### config.mk
export PLATFORM = sky130hd
export DESIGN_NAME = lsb_stego_bit_extractor_unit
export DESIGN_NICKNAME = d
export VERILOG_FILES = /design/src/hw/rtl/lsbx_pkg.sv /design/src/hw/rtl/lsb_stego_bit_extractor_unit.sv /design/src/hw/rtl/lsbx_pack.sv
export VERILOG_INCLUDE_DIRS = /design/src /design/src/hw/rtl
export SDC_FILE = /design/constraint.sdc
export NUM_CORES = 1
export LEC_CHECK = 0
export ABC_CLOCK_PERIOD_IN_PS = 4770
export BUFFER_PORTS_ARGS = -buffer_cell sky130_fd_sc_hd__buf_2
export CAP_MARGIN = 20
export CORE_ASPECT_RATIO = 1.5
export CORE_MARGIN = 3
export CORE_UTILIZATION = 51
export DETAILED_ROUTE_END_ITERATION = 16
export GPL_ROUTABILITY_DRIVEN = 0
export HOLD_SLACK_MARGIN = 0.1
export PLACE_DENSITY = 0.77
export SLEW_MARGIN = 20
export SYNTH_ARGS = -nofsm -noshare
export SYNTH_HDL_FRONTEND = slang
export SYNTH_HIERARCHICAL = 1
export SYNTH_SLANG_ARGS = --single-unit
### constraint.sdc
create_clock -name clk_i -period 4.77 [get_ports clk_i]
set_clock_uncertainty 0.05 [all_clocks]
set_input_delay 0.2385 -clock clk_i [delete_from_list [all_inputs] [get_ports clk_i]]
set_output_delay 0.2385 -clock clk_i [all_outputs]
set_load 0.005 [all_outputs]
### src/hw/rtl/lsb_stego_bit_extractor_unit_assert.svh
// Assertion helpers for the LSB extractor. Define ASSERT_OFF to drop them.
`ifndef LSB_STEGO_BIT_EXTRACTOR_UNIT_ASSERT_SVH
`define LSB_STEGO_BIT_EXTRACTOR_UNIT_ASSERT_SVH

`ifndef ASSERT_OFF

`define LSBX_ASSERT(lbl, prop) \
  lbl: assert property (@(posedge clk_i) disable iff (!rst_ni) prop) \
    else $error("lsbx assertion failed");

`define LSBX_ASSERT_MSG(lbl, prop, msg) \
  lbl: assert property (@(posedge clk_i) disable iff (!rst_ni) prop) \
    else $error(msg);

`else

`define LSBX_ASSERT(lbl, prop)
`define LSBX_ASSERT_MSG(lbl, prop, msg)

`endif

`endif

### src/hw/rtl/lsbx_pkg.sv
package lsbx_pkg;

  localparam int unsigned BYTE_BITS = 8;

  // configuration register indexes
  typedef enum logic [2:0] {
    REG_BITS_CHAN0   = 3'd0,
    REG_BITS_CHAN1   = 3'd1,
    REG_BITS_CHAN2   = 3'd2,
    REG_PIXEL_STRIDE = 3'd3,
    REG_TOTAL_BYTES  = 3'd4
  } cfg_reg_e;

  typedef struct packed {
    logic [3:0]  bits_chan0;
    logic [3:0]  bits_chan1;
    logic [3:0]  bits_chan2;
    logic [15:0] pixel_stride;
    logic [31:0] total_bytes;
  } cfg_t;

  typedef struct packed {
    logic       emit;
    logic [7:0] hidden_byte;
    logic       is_last;
  } pack_res_t;

  // mask of the n low bits of a byte, n saturating at eight
  function automatic logic [7:0] low_mask(input logic [3:0] n);
    logic [15:0] ones;
    ones = (16'd1 << n) - 16'd1;
    return (n >= 4'(BYTE_BITS)) ? 8'hFF : ones[7:0];
  endfunction

endpackage

### src/hw/rtl/lsb_stego_bit_extractor_unit.sv
// LSB steganography bit extractor.
// Slave stream: one cover channel byte per request, pixels in B,G,R order.
// Master stream: recovered hidden bytes, MSB first; tlast marks the byte
// that brings the count up to total_bytes. After that all input is
// swallowed without output until the count or total_bytes changes.
// Config channel: index/data writes, index 0..4 = bits_chan0, bits_chan1,
// bits_chan2, pixel_stride, total_bytes; other indexes are ignored.
// Always ready; write only while the stream is idle.
// Path: a byte accepted into the input register is processed, and its
// result (if any) is loaded into the output register, which drives
// m_axis_tvalid; a full output register can hold it back.
// Throughput: one cover byte per cycle while results drain, set by the
// single input register feeding the packing logic and one output register.
// Receiver stall: a byte that produces no result still drains; one that
// produces a result waits in the input register until the output
// register frees, while the output register holds its byte steady.
// Reset: bit counts return to 1, stride and total to 0 (no output until
// total_bytes is written); packing state and byte count clear.
`include "lsb_stego_bit_extractor_unit_assert.svh"

module lsb_stego_bit_extractor_unit (
  input  logic        clk_i,
  input  logic        rst_ni,
  // cover byte stream
  input  logic        s_axis_tvalid,
  output logic        s_axis_tready,
  input  logic [7:0]  s_axis_tdata,   // [7:0] cover_byte
  // hidden byte stream
  output logic        m_axis_tvalid,
  input  logic        m_axis_tready,
  output logic [7:0]  m_axis_tdata,   // [7:0] hidden_byte
  output logic        m_axis_tlast,
  // configuration writes
  input  logic        cfg_valid_i,
  output logic        cfg_ready_o,
  input  logic [2:0]  cfg_index_i,
  input  logic [31:0] cfg_data_i
);
  import lsbx_pkg::*;

  cfg_t      cfg_q;
  logic      in_valid_q;
  logic [7:0] in_byte_q;
  logic      out_valid_q;
  logic [7:0] out_byte_q;
  logic      out_last_q;
  logic      s_acc, advance, out_free;
  pack_res_t pack_res;

  // config port never stalls
  assign cfg_ready_o = 1'b1;

  always_ff @(posedge clk_i or negedge rst_ni) begin
    if (!rst_ni) begin
      cfg_q.bits_chan0   <= 4'd1;
      cfg_q.bits_chan1   <= 4'd1;
      cfg_q.bits_chan2   <= 4'd1;
      cfg_q.pixel_stride <= 16'd0;
      cfg_q.total_bytes  <= 32'd0;
    end else if (cfg_valid_i) begin
      case (cfg_reg_e'(cfg_index_i))
        REG_BITS_CHAN0:   cfg_q.bits_chan0   <= cfg_data_i[3:0];
        REG_BITS_CHAN1:   cfg_q.bits_chan1   <= cfg_data_i[3:0];
        REG_BITS_CHAN2:   cfg_q.bits_chan2   <= cfg_data_i[3:0];
        REG_PIXEL_STRIDE: cfg_q.pixel_stride <= cfg_data_i[15:0];
        REG_TOTAL_BYTES:  cfg_q.total_bytes  <= cfg_data_i;
        default: ;
      endcase
    end
  end

  // input stage moves on unless it has a byte for a full output register
  assign out_free      = !out_valid_q || m_axis_tready;
  assign advance       = in_valid_q && (!pack_res.emit || out_free);
  assign s_axis_tready = !in_valid_q || advance;
  assign s_acc         = s_axis_tvalid && s_axis_tready;

  always_ff @(posedge clk_i or negedge rst_ni) begin
    if (!rst_ni) begin
      in_valid_q <= 1'b0;
    end else if (s_acc) begin
      in_valid_q <= 1'b1;
    end else if (advance) begin
      in_valid_q <= 1'b0;
    end
  end

  always_ff @(posedge clk_i) begin
    if (s_acc) begin
      in_byte_q <= s_axis_tdata;
    end
  end

  lsbx_pack u_pack (
    .clk_i  (clk_i),
    .rst_ni (rst_ni),
    .cfg_i  (cfg_q),
    .src_i  (in_byte_q),
    .step_i (advance),
    .res_o  (pack_res)
  );

  always_ff @(posedge clk_i or negedge rst_ni) begin
    if (!rst_ni) begin
      out_valid_q <= 1'b0;
    end else if (advance && pack_res.emit) begin
      out_valid_q <= 1'b1;
    end else if (m_axis_tready) begin
      out_valid_q <= 1'b0;
    end
  end

  always_ff @(posedge clk_i) begin
    if (advance && pack_res.emit) begin
      out_byte_q <= pack_res.hidden_byte;
      out_last_q <= pack_res.is_last;
    end
  end

  assign m_axis_tvalid = out_valid_q;
  assign m_axis_tdata  = out_byte_q;
  assign m_axis_tlast  = out_last_q;

  // a pending result is never overwritten before the receiver takes it
  `LSBX_ASSERT_MSG(a_no_overwrite,
    (m_axis_tvalid && !m_axis_tready) |-> !(advance && pack_res.emit),
    "lsbx: pending hidden byte overwritten")
  // a produced byte always shows up on the master side
  `LSBX_ASSERT(a_emit_shows, (advance && pack_res.emit) |=> m_axis_tvalid)
  // a stalled input byte stays put
  `LSBX_ASSERT(a_in_hold, (in_valid_q && !advance) |=> (in_valid_q && $stable(in_byte_q)))

endmodule

### src/hw/rtl/lsbx_pack.sv
module lsbx_pack (
  input  logic              clk_i,
  input  logic              rst_ni,
  input  lsbx_pkg::cfg_t    cfg_i,
  input  logic [7:0]        src_i,
  input  logic              step_i,
  output lsbx_pkg::pack_res_t res_o
);
  import lsbx_pkg::*;

  logic [1:0]  channel_pos_q, channel_pos_d;
  logic [17:0] skip_left_q, skip_left_d;
  logic [7:0]  partial_q, partial_d;
  logic [2:0]  held_q, held_d;
  logic [31:0] bytes_done_q, bytes_done_d;

  logic        done;
  logic [3:0]  nsel, n, sum, room;
  logic [2:0]  rest;
  logic [15:0] sh_room, sh_n;
  logic [7:0]  merged;
  logic        emit, last;
  logic [7:0]  result;

  always_comb begin
    done = (bytes_done_q == cfg_i.total_bytes);
    case (channel_pos_q)
      2'd1:    nsel = cfg_i.bits_chan1;
      2'd2:    nsel = cfg_i.bits_chan2;
      default: nsel = cfg_i.bits_chan0;
    endcase
    n       = (nsel > 4'(BYTE_BITS)) ? 4'(BYTE_BITS) : nsel;
    sum     = {1'b0, held_q} + n;
    rest    = 3'(sum - 4'(BYTE_BITS));
    room    = 4'(BYTE_BITS) - {1'b0, held_q};
    sh_room = {8'd0, partial_q} << room;
    sh_n    = {8'd0, partial_q} << n;
    merged  = sh_n[7:0] | (src_i & low_mask(n));

    channel_pos_d = channel_pos_q;
    skip_left_d   = skip_left_q;
    partial_d     = partial_q;
    held_d        = held_q;
    bytes_done_d  = bytes_done_q;
    emit          = 1'b0;
    last          = 1'b0;
    result        = 8'd0;

    if (!done) begin
      if (skip_left_q != 18'd0) begin
        skip_left_d = skip_left_q - 18'd1;
      end else begin
        if (n != 4'd0) begin
          if (sum > 4'(BYTE_BITS)) begin
            // chunk straddles the byte boundary
            result    = sh_room[7:0] | ((src_i >> rest) & low_mask(room));
            emit      = 1'b1;
            partial_d = src_i & low_mask({1'b0, rest});
            held_d    = rest;
          end else if (sum == 4'(BYTE_BITS)) begin
            result    = merged;
            emit      = 1'b1;
            partial_d = 8'd0;
            held_d    = 3'd0;
          end else begin
            partial_d = merged;
            held_d    = sum[2:0];
          end
        end
        if (channel_pos_q >= 2'd2) begin
          channel_pos_d = 2'd0;
          skip_left_d   = {2'b00, cfg_i.pixel_stride} + {1'b0, cfg_i.pixel_stride, 1'b0};
        end else begin
          channel_pos_d = channel_pos_q + 2'd1;
        end
        if (emit) begin
          bytes_done_d = bytes_done_q + 32'd1;
          last         = (bytes_done_d == cfg_i.total_bytes);
          if (last) begin
            // leftover bits after the final byte are dropped
            partial_d = 8'd0;
            held_d    = 3'd0;
          end
        end
      end
    end

    res_o.emit        = emit;
    res_o.hidden_byte = result;
    res_o.is_last     = last;
  end

  always_ff @(posedge clk_i or negedge rst_ni) begin
    if (!rst_ni) begin
      channel_pos_q <= 2'd0;
      skip_left_q   <= 18'd0;
      partial_q     <= 8'd0;
      held_q        <= 3'd0;
      bytes_done_q  <= 32'd0;
    end else if (step_i) begin
      channel_pos_q <= channel_pos_d;
      skip_left_q   <= skip_left_d;
      partial_q     <= partial_d;
      held_q        <= held_d;
      bytes_done_q  <= bytes_done_d;
    end
  end

endmodule
==> results.yml <==
status:
  run_status: "finished, final reports clean"
timing:
  final.period_utilization: 0.940
  finalMaxSlewViolations: 0
  timing.slew.headroom: 0.444
  unrepaired_setup_endpoints_after_global_routing: "false"
  maxClockFrequency_mhz: 223
  postLayoutSetupSlackWorst_ns: 0.288
  max_slew.worst_pin.slew_ns: 0.826
  finalHoldViolations: 0
  period_needed_ns: 4.48
  setup-violations-final: 0
  totalNegativeSetupSlack_ns: 0
  hold_ws_ns: 0.108
pwr:
  cell_internal_power_mw: 3.52
  power.share.clock: 0.223
  portion_of_total_power_attributed_to_sequential_cells: 0.286
  power_after_layout_mw: 6.10
  power.static_leakage_nw: 4.79
  sw_frac_of_total: 0.422
  vdd_ir_drop_max_uv: 266
  power.density_nw_per_um2: 544
  share_comb_of_total_power: 0.491
  switching_power_mw: 2.57
clock_network:
  cts_tree: "yes"
  clk_pin_slew_worst_paths_ns: 0.06
  root_buffer: "sky130_fd_sc_hd__clkbuf_16"
  inserted_clock_buffers: 17
  cts_max_path_buffers: 2
  worstSkewPairLatency_ns: 0.42
  ctsHtreeMaxLevel: 4
  cts_num_sinks: 142
setup_path:
  timing_worst_setup_path_type: "reg -> reg"
  worst-endpoint-required_ns: 5.01
  critPathTopFamily: "simple AND/OR/NAND/NOR gates"
  path_cells: "inv_1 -> ha_1 -> a22oi_1 -> a21oi_1 -> nand2_1 -> inv_1 -> ha_1 -> a21o_1 -> a21oi_1 -> xnor2_1 -> nor2_1 -> nand2_2 -> inv_1 -> a21boi_1 -> o21ai_1 -> buf_4 -> or3_1 -> nor4b_2 -> nor4b_4 -> buf_4 -> nor3_1"
  worst-path-stages: 21
  endpoint_kind: "register"
  cpPeakStageDelay_ns: 0.41
  crit_arrival_ns: 4.72
  critical_path_peak_fanout: 6
  critical_path.most_common_cell: "sky130_fd_sc_hd__inv_1"
  critical_path.slowest_cell: "sky130_fd_sc_hd__or3_1"
  timing.critical_path.from_type: "register"
  r2r_cells: 21
  worstPathBufferInverterCount: 5
floorplanning:
  design.core.area_sq_um: 18200
  std_cell_rows: 60
  initial_core_util: 0.527
  die_h_um: 174
  horizontal_die_dimension_um: 118
  num_io_pins: 60
  design.die.area_sq_um: 20500
detailed_routing:
  postRouteWirelength_mm: 24.3
  detailroute.via_count: 8279
  drt-vias-per-instance: 6.02
  drt_first_iter_violations: 477
  routed_wire_length_per_instance_um: 17.7
  drcViolationCount: 0
  detail_route.first_pass.iterations: 5
  ant_nets: 0
grt:
  grt_overflow: 0
  grtUsageTotal: 0.239
  grt_antenna_before_repair: 0
  first_global_vias: 8220
  grt_first_pass_wirelength_mm: 39.9
  grt_max_degree: 80
logic_synthesis:
  syn_area_per_cell_sq_um: 9.41
  synth.area.top_cells: "sky130_fd_sc_hd__dfrtp_1 32%, sky130_fd_sc_hd__edfxtp_1 5.3%, sky130_fd_sc_hd__xor2_1 4.9%"
  syn_inst: 1018
  synth.ff_latch_count: 142
  synth.net_count: 1104
  synth_largest_type_area_fraction: 0.319
  synthTopCellsByCount: "122 x sky130_fd_sc_hd__dfrtp_1, 88 x sky130_fd_sc_hd__nor2_1, 87 x sky130_fd_sc_hd__nand2_1, 55 x sky130_fd_sc_hd__o21ai_0, 54 x sky130_fd_sc_hd__xor2_1"
  most_frequent_cell_after_synthesis: "sky130_fd_sc_hd__dfrtp_1"
  synthArstFlopShare: 0.880
  mappedNetlistArea_sq_um: 9580
  post_synth_num_cell_types: 80
  yosysTopAreaCell: "sky130_fd_sc_hd__dfrtp_1"
  synth_seq_area_share: 0.380
  synth_top_flop_cell: "sky130_fd_sc_hd__dfrtp_1"
  synth-edff-count: 17
  number_of_warnings_reported_in_the_yosys_synthesis_log: 6
cells_and_area:
  nets: 1201
  diodes: 0
  flow.area_growth_from_synthesis_pct: 17.0
  drive_above_1_share: 0.163
place:
  place_hpwl_mm: 17.5
  number_of_port_buffers: 58
  detailedPlace.worstSlack_ns: -0.219
min_path:
  hold_path.class: "in -> reg"
  worstHoldPathCells: 2
flow_run:
  cap_viol_max_count: 0
-- worst reg2reg max path, stage by stage, from the launching register on --
cell and delay [ns]:
sky130_fd_sc_hd__dfrtp_1 0.40, sky130_fd_sc_hd__inv_1 0.16, sky130_fd_sc_hd__ha_1 0.28, sky130_fd_sc_hd__a22oi_1 0.12
sky130_fd_sc_hd__a21oi_1 0.21, sky130_fd_sc_hd__nand2_1 0.09, sky130_fd_sc_hd__inv_1 0.13, sky130_fd_sc_hd__ha_1 0.25
sky130_fd_sc_hd__a21o_1 0.15, sky130_fd_sc_hd__a21oi_1 0.26, sky130_fd_sc_hd__xnor2_1 0.21, sky130_fd_sc_hd__nor2_1 0.14
sky130_fd_sc_hd__nand2_2 0.12, sky130_fd_sc_hd__inv_1 0.08, sky130_fd_sc_hd__a21boi_1 0.24, sky130_fd_sc_hd__o21ai_1 0.13
sky130_fd_sc_hd__buf_4 0.18, sky130_fd_sc_hd__or3_1 0.41, sky130_fd_sc_hd__nor4b_2 0.27, sky130_fd_sc_hd__nor4b_4 0.24
sky130_fd_sc_hd__buf_4 0.19, sky130_fd_sc_hd__nor3_1 0.06
-- routing by layer --
layer | track usage | routed length, um
met4 | 0.132 | 1220
met2 | 0.417 | 12100
met5 | 0 | 0
met3 | 0.0369 | 1280
met1 | 0.281 | 9640
-- flip-flops by register name (all words and copies together) (netlist names) --
register,cells
u_pack/channel_pos_q,2
m_axis_tdata,8
in_valid_q,1
u_pack/skip_left_q,18
m_axis_tlast,1
u_pack/partial_q,8
in_byte_q,8
cfg_q,60
u_pack/held_q,3
u_pack/bytes_done_q,32
m_axis_tvalid,1
-- worst paths after layout --
check                                                          from                             endpoint  slack (ns)
worst max register to register  u_pack/channel_pos_q[1]$_DFFE_PN0P_      u_pack/partial_q[6]$_DFFE_PN0P_        0.29
worst min-delay path                                  cfg_data_i[2]                 cfg_q[2]$_DFFE_PN0P_        0.11
min in group asynchronous                                    rst_ni                cfg_q[38]$_DFFE_PN0P_        0.37
worst min register to register  u_pack/bytes_done_q[31]$_DFFE_PN0P_  u_pack/bytes_done_q[31]$_DFFE_PN0P_        0.45
max in group asynchronous                                    rst_ni  u_pack/bytes_done_q[14]$_DFFE_PN0P_        3.21
worst max-delay path            u_pack/channel_pos_q[1]$_DFFE_PN0P_      u_pack/partial_q[6]$_DFFE_PN0P_        0.29
-- stage by stage --
step / util / cell area, sq um / cells
floorplan: - / 9590 / 1018
global placement: 0.559 / 10100 / 1300
detailed placement: 0.559 / 10100 / 1300
CTS: 0.615 / 11200 / 1373
global route: 0.617 / 11200 / 1375
finish: 0.617 / 11200 / 1375
-- placed cells by master (no fill, tap or decap), types with 34 or more instances in the layout --
| cell | synthesis | layout |
|---|---|---|
| sky130_fd_sc_hd__xnor2_1 | 48 | 48 |
| sky130_fd_sc_hd__nand2_1 | 87 | 86 |
| sky130_fd_sc_hd__ha_1 | 36 | 34 |
| sky130_fd_sc_hd__mux2_2 | 38 | 38 |
| sky130_fd_sc_hd__o21ai_0 | 55 | 55 |
| sky130_fd_sc_hd__dlygate4sd3_1 | 0 | 41 |
| sky130_fd_sc_hd__nand3_1 | 36 | 36 |
| sky130_fd_sc_hd__xor2_1 | 54 | 54 |
| sky130_fd_sc_hd__buf_2 | 10 | 57 |
| sky130_fd_sc_hd__nor2_1 | 88 | 88 |
| sky130_fd_sc_hd__a21oi_1 | 51 | 51 |
| sky130_fd_sc_hd__dfrtp_1 | 122 | 122 |
-- cell families (layout without fill, tap and decap cells) --
family | Yosys count | count (layout) | share of synthesized area
and+or+nand+nor | 364 | 364 | 0.196
AOI/OAI and AO/OA | 200 | 200 | 0.134
DFF | 142 | 142 | 0.380
buffers and inverters | 78 | 187 | 0.0355
other | 1 | 1 | 0.000391
muxes | 93 | 93 | 0.110
xor gates and xnor gates | 102 | 102 | 0.0932
adders and majority gates | 38 | 38 | 0.0512
-- layout make-up --
class                   instances  area, sq um
well taps                     248          310
inverters                      32          120
clock inverters                12          161
fillers                      1528         6950
multi-input cells             798         5640
flip-flops and latches        142         3640
repair buffers                124          895
clock buffers                  19          447
-- power groups by stage --
stage               Sequential, mW  Clock [mW]  Combinational (mW)
floorplan                     1.65           0                2.17
global placement              1.75           0                2.80
detailed placement            1.75           0                2.85
CTS                           1.74        1.38                2.91
global route                  1.78        1.43                3.28
finish                        1.74        1.36                2.99
-- timing repair --
item | 4_1_cts | 5_1_grt
hold endpoints to repair | 129 | 1
setup endpoints to repair | 10 | 49
gates resized for setup | 1 | 4
hold buffers | 40 | 1
setup buffers | 2 | 1
(Power assumes the default switching activity.)
